### config.mk
export PLATFORM = sky130hd
export DESIGN_NAME = smc_cell
export DESIGN_NICKNAME = d
export VERILOG_FILES = /design/src/rtl/sorted_multiset_counter_unit_macros.svh /design/src/rtl/smc_pkg.sv /design/src/rtl/smc_cell.sv
export SDC_FILE = /design/constraint.sdc
export NUM_CORES = 1
export LEC_CHECK = 0
export BUFFER_PORTS_ARGS = -buffer_cell sky130_fd_sc_hd__clkbuf_2
export CAP_MARGIN = 20
export CORE_MARGIN = 3
export CORE_UTILIZATION = 44
export DETAILED_ROUTE_END_ITERATION = 6
export PLACE_DENSITY = 0.79
export RECOVER_POWER = 50
export SLEW_MARGIN = 20
export SYNTH_ARGS = -nofsm -noshare
export SYNTH_HDL_FRONTEND = slang
export SYNTH_SLANG_ARGS = --single-unit
### constraint.sdc
create_clock -name clk_i -period 4.5 [get_ports clk_i]
set_clock_uncertainty 0.05 [all_clocks]
set_input_delay 0.45 -clock clk_i [delete_from_list [all_inputs] [get_ports clk_i]]
set_output_delay 0.45 -clock clk_i [all_outputs]
set_load 0.05 [all_outputs]
### src/rtl/sorted_multiset_counter_unit_macros.svh
// Assertion macros for the sorted multiset counter unit.
// Has no dependencies. The top level includes it.
`ifndef SORTED_MULTISET_COUNTER_UNIT_MACROS_SVH
`define SORTED_MULTISET_COUNTER_UNIT_MACROS_SVH

`ifndef SYNTH
// Implication or plain property, checked on every rising edge outside reset.
`define SMC_ASSERT(lbl, clk, rstn, prop, msg) \
  lbl: assert property (@(posedge clk) disable iff (!(rstn)) (prop)) else $error(msg);
// A condition that must never be true outside reset.
`define SMC_ASSERT_NEVER(lbl, clk, rstn, cond, msg) \
  lbl: assert property (@(posedge clk) disable iff (!(rstn)) !(cond)) else $error(msg);
`else
`define SMC_ASSERT(lbl, clk, rstn, prop, msg)
`define SMC_ASSERT_NEVER(lbl, clk, rstn, cond, msg)
`endif

`endif

### src/rtl/smc_pkg.sv
// Shared types and constants for the sorted multiset counter unit.
// Has no dependencies; used by smc_cell and the top level.
package smc_pkg;

  localparam int unsigned ValueW = 32;
  localparam int unsigned CountW = 16;
  localparam int unsigned TotalW = 32;
  localparam int unsigned DistW  = 7;

  localparam logic [CountW-1:0] CountMax = '1;
  localparam logic [TotalW-1:0] TotalMax = '1;

  typedef enum logic [1:0] {
    KIND_INSERT = 2'd0,
    KIND_QUERY  = 2'd1,
    KIND_CLEAR  = 2'd2,
    KIND_SPARE  = 2'd3
  } kind_e;

  // Broadcast from the control to every cell of the row.
  typedef struct packed {
    logic                     incr;   // add one to the matching entry
    logic                     ins;    // open a slot and place the value
    logic signed [ValueW-1:0] value;  // value under test
  } cell_ctrl_t;

endpackage

### src/rtl/smc_cell.sv
// One entry of the sorted table: value, count and the compare against the broadcast value.
// Depends on smc_pkg.
module smc_cell (
  input  logic                             clk_i,
  input  logic                             en_i,
  input  smc_pkg::cell_ctrl_t              ctrl_i,
  input  logic                             valid_i,
  input  logic                             left_lt_i,
  input  logic signed [smc_pkg::ValueW-1:0] left_value_i,
  input  logic [smc_pkg::CountW-1:0]       left_count_i,
  output logic signed [smc_pkg::ValueW-1:0] value_o,
  output logic [smc_pkg::CountW-1:0]       count_o,
  output logic                             lt_o,
  output logic                             eq_o
);

  logic signed [smc_pkg::ValueW-1:0] value_q, value_d;
  logic [smc_pkg::CountW-1:0]        count_q, count_d;

  assign lt_o = valid_i && (value_q < ctrl_i.value);
  assign eq_o = valid_i && (value_q == ctrl_i.value);

  always_comb begin
    value_d = value_q;
    count_d = count_q;
    if (ctrl_i.incr && eq_o) begin
      if (count_q != smc_pkg::CountMax) begin
        count_d = count_q + smc_pkg::CountW'(1);
      end
    end else if (ctrl_i.ins && !lt_o) begin
      // The first entry not below the value takes it; those above move up by one.
      if (left_lt_i) begin
        value_d = ctrl_i.value;
        count_d = smc_pkg::CountW'(1);
      end else begin
        value_d = left_value_i;
        count_d = left_count_i;
      end
    end
  end

  always_ff @(posedge clk_i) begin
    if (en_i) begin
      value_q <= value_d;
      count_q <= count_d;
    end
  end

  assign value_o = value_q;
  assign count_o = count_q;

endmodule

**Word-level counts from Yosys, hierarchy flattened**

Cells that the tools add are included.

- Bits in registers: 48
- Input port bits: 86
- Output and inout port bits: 50
- Word-level logic and storage cells: 21

- Add/sub/neg operators: 1
- Order comparisons: 1
- Equal/unequal tests: 3
- Multiplexer cells: 5
- Bitwise logic cells: 1
- Reduce and logical (&&, ||, !) cells: 8

Operators by type and width:

| cell | number |
|---|---|
| $mux W16 | 4 |
| $eq A32 B32 Y1 | 1 |
| $lt A32 B32 Y1 | 1 |
| $mux W32 | 1 |
| $add A16 B1 Y16 const B | 1 |
| $ne A16 B16 Y1 const B | 1 |
| $reduce_and A3 Y1 | 2 |
| $logic_and A1 B1 Y1 | 4 |
| $ne A2 B1 Y1 const B | 1 |
| $reduce_bool A2 Y1 | 1 |
| $logic_not A1 Y1 | 1 |
| $not A1 Y1 | 1 |

**Logic depth before layout (Yosys ltp)**

- Depth after elaboration: 6
- Mapped depth: 8
- Mapped depth without buffers: 8

**Worst setup path before layout**

OpenSTA, ideal clock, no wires.

- Kind: flip-flop to flip-flop
- Start: register value_q (netlist bit value_o[14])
- End: register value_q (netlist bit value_o[0]) (enable)
- Setup time: 0.461 ns
- Arrival time: 4.302 ns
- Path slack: -0.313 ns
- Stages on the path, launching flop included: 8
- Cells stage by stage: edfxtp_1 ha_1 a21oi_1 nand2_1 a221o_1 o31a_1 o211a_1 nor3_1

- Cells in the longest elaborated chain, start to end: 5
- Elaborated cells on any way between the ends: 9

Ends and longest elaborated chain:

| item | line | RTL |
|---|---|---|
| start, declared | smc_cell.sv:17 | `logic signed [smc_pkg::ValueW-1:0] value_q, value_d;` |
| start signal, assigned | smc_cell.sv:44 | `value_q <= value_d;` |
| $lt A32 B32 Y1 / $eq A32 B32 Y1 (equally long branches) | smc_cell.sv:20, smc_cell.sv:21 |  |
| $logic_and A1 B1 Y1, on equally long branches | smc_cell.sv:20, smc_cell.sv:21 |  |
| $logic_not A1 Y1 / $logic_and A1 B1 Y1 (equally long branches) | smc_cell.sv:30, smc_cell.sv:26 |  |
| $logic_and A1 B1 Y1 / $not A1 Y1 (equally long branches) | n/a |  |
| $reduce_and A3 Y1 (no line) (*) | n/a |  |

Mark *: on every way between the ends. The rest lies on a longest branch, timed or not.
A chain may end at the register's enable or synchronous reset.

**Worst setup path in the final report**

- Start: register value_q (netlist bit value_o[14])
- End: output port lt_o

- Cells in the longest elaborated chain, start to end: 2

Ends and longest elaborated chain:

| item | line | RTL |
|---|---|---|
| $lt A32 B32 Y1 | smc_cell.sv:20 | `assign lt_o = valid_i && (value_q < ctrl_i.value);` |
| $logic_and A1 B1 Y1 | smc_cell.sv:20 |  |
| end, declared | smc_cell.sv:13 | `output logic lt_o,` |

Every way passes these cells.

==> reports/qor.yml <==
logic_synthesis:
  netlist_top_cells_area: "edfxtp_1 (45%), ha_1 (13%), mux2_2 (11%), inv_1 (4.1%), nand3b_1 (3.5%)"
  synth_edf_count: 48
  synth_top_area_share_pct: 45.4
  syn-cell-area_um2: 3180
  synth-main-ff-cell: "edfxtp_1"
  synthesis.nets: 404
  synth.most_common_cell: "edfxtp_1"
  synth_top_cell_by_area: "edfxtp_1"
  yosys_warnings: 0
  synthArstFlopShare_pct: 0
  synth_common_cells: "edfxtp_1 (48), inv_1 (35), ha_1 (33), mux2_2 (32), o21ai_0 (19)"
  syn_area_per_cell_um2: 11.1
  ys_seq_area_share_pct: 45.4
  synthCells: 285
  ys_ff_latch: 48
  synth.distinct_cells: 33
detailed_routing:
  drc: 0
  wl_per_cell_um: 15.0
  ant_nets: 0
  drtPass1Iterations: 4
  vias: 2671
  viasPerCell: 5.16
  routed_wl_um: 7780
  drt_iter0_drc: 101
hold_path:
  holdCritPathClass: "input port to flop"
global_route:
  track_usage_pct: 18.1
  grt_max_degree: 49
  globalRouteOverflowTotal: 0
  grt_pass1_vias: 2750
  antenna_found_initial: 0
  grt_pass1_wl_um: 12300
timing:
  rsz0062_at_grt: "no"
  min_period_over_period_pct: 72.4
  hold_viol_final: 0
  finalSetupViolCount: 0
  slew_viol_final: 49
  relSlewSlack_pct: -54.3
  tightest_slew_ns: 2.31
  fmax_mhz: 307
  fin_crit_ns: 3.26
  finalSetupTns_ns: 0
worst_setup_path:
  path_cells: "ha_1 -> a21oi_1 -> nand2_1 -> a221o_1 -> o31a_1 -> nor3_1 -> or2_1 -> clkbuf_2"
  cp-start-kind: "flop"
  cpPeakStageDelay_ns: 0.42
  end_kind: "output pin"
  crit_slowest_cell: "edfxtp_1"
  crit_type: "flop to output pin"
  crit_arrival_ns: 2.76
  cp.required_ns: 4.00
  critPathMaxFanout: 3
die:
  die-height_um: 91.0
  ios: 136
  core_um2: 6910
  rows: 30
  die_w_um: 91.0
  die-area_um2: 8270
  start_util_pct: 46.0
clock_tree:
  insertion_delay_ns: 0.30
  numCtsBuffers: 5
  cts_max_path_buffers: 2
  cts_root_buf: "clkbuf_8"
  tritoncts: "done"
  htreeDepth: 2
  cts_post_setup_buffers_inserted: 0
  path_clk_slew_ns: 0.08
  hold_buffers: 0
  postCtsResizedCells: 0
  cts_sinks: 48
layout:
  nets: 541
  drive_above_1_share_pct: 31.0
  syn2layout_area_growth_pct: 26.2
  antenna_cells: 0
  final_util_pct: 58.0
power_and_ir_drop:
  worst_ir_drop_vdd_mv: 0.148
  power.density_nw_per_um2: 266
  power_leakage_nw: 1.77
placement:
  portBuffers: 135
  place_congestion: 0.829
  dp_hpwl_um: 6190
run:
  maxCapViolations: 1
status:
  violations: "max-capacitance violations, max-slew violations"
  status: "complete, but fails checks"
## critical path: cells and delay by family, from the launching register on
family / cells / cell delay, ns
AOI/OAI and AO/OA: 3 / 0.83
and+or+nand+nor: 3 / 0.59
DFF: 1 / 0.42
adders and majority gates: 1 / 0.32
buffers and inverters: 1 / 0.30
## per-layer routing
metal | up-vias | global-route usage, % | share of wire, %
li1 | 1324 | - | -
met1 | 1240 | 21.5 | 41
met2 | 91 | 32.5 | 51
met3 | 16 | 3.31 | 5.4
met4 | 0 | 6.78 | 2.2
met5 | - | 0 | 0
## metrics by stage
| stage | cell area (µm²) | instances | hold slack, ns | power, W | worst slack (ns) |
|---|---|---|---|---|---|
| finish | 4010 | 518 | 0.401 | 0.00106 | 1.24 |
| global route | 4010 | 518 | 0.385 | 0.00112 | 1.06 |
| CTS | 4070 | 518 | 0.396 | 0.00108 | 1.21 |
| detailed placement | 3990 | 511 | 0.598 | 0.000840 | 1.19 |
| global placement | 3990 | 511 | 0.585 | 0.000831 | 1.25 |
| floorplan | 3180 | 285 | 0.618 | 0.000741 | 0.651 |
## power by group
group,switching (W),internal (W),leakage [nW]
logic,0.000178,0.000102,1.28
clock network,0.000137,0.000103,0.0391
registers,0.0000192,0.000525,0.446
## cell usage in the layout, fill, tap and decap left out, drive strengths merged, types with 8 or more instances in the layout
master	n
edfxtp	48
ha	33
nor2	8
inv	35
a21oi	11
nand3	11
nand3b	15
o21ai	20
nand2	12
clkbuf	140
nand4	9
mux2	32
## sequential cells by signal, indices dropped and copies added (netlist names)
signal   count
count_o     16
value_o     32
## final cells by class
cell class | instances | area, µm²
fill | 637 | 2900
clock inverter | 2 | 7.51
sequential | 48 | 1440
timing repair buffer | 138 | 649
clock buffer | 5 | 68.8
inverter | 35 | 131
tap | 96 | 120
multi-input combinational | 194 | 1590
## path summary, 6_finish.rpt
check	startpoint	slack, ns	cells past startpoint	endpoint
max	value_o[14]	1.24	8	lt_o
min	left_value_i[30]	0.40	2	value_o[30]
max reg2reg	value_o[14]	1.39	8	value_o[28]
min reg2reg	count_o[0]	0.61	1	count_o[0]
## kinds of logic after synthesis
kind of cell	synth area share, %
compound gates	7.72
xor+xnor	3.86
fa+ha+maj	13.0
buf+inv	5.08
flops	45.4
mux	11.7
simple gates	13.3
No activity file was read; power rests on OpenSTA's default activity.
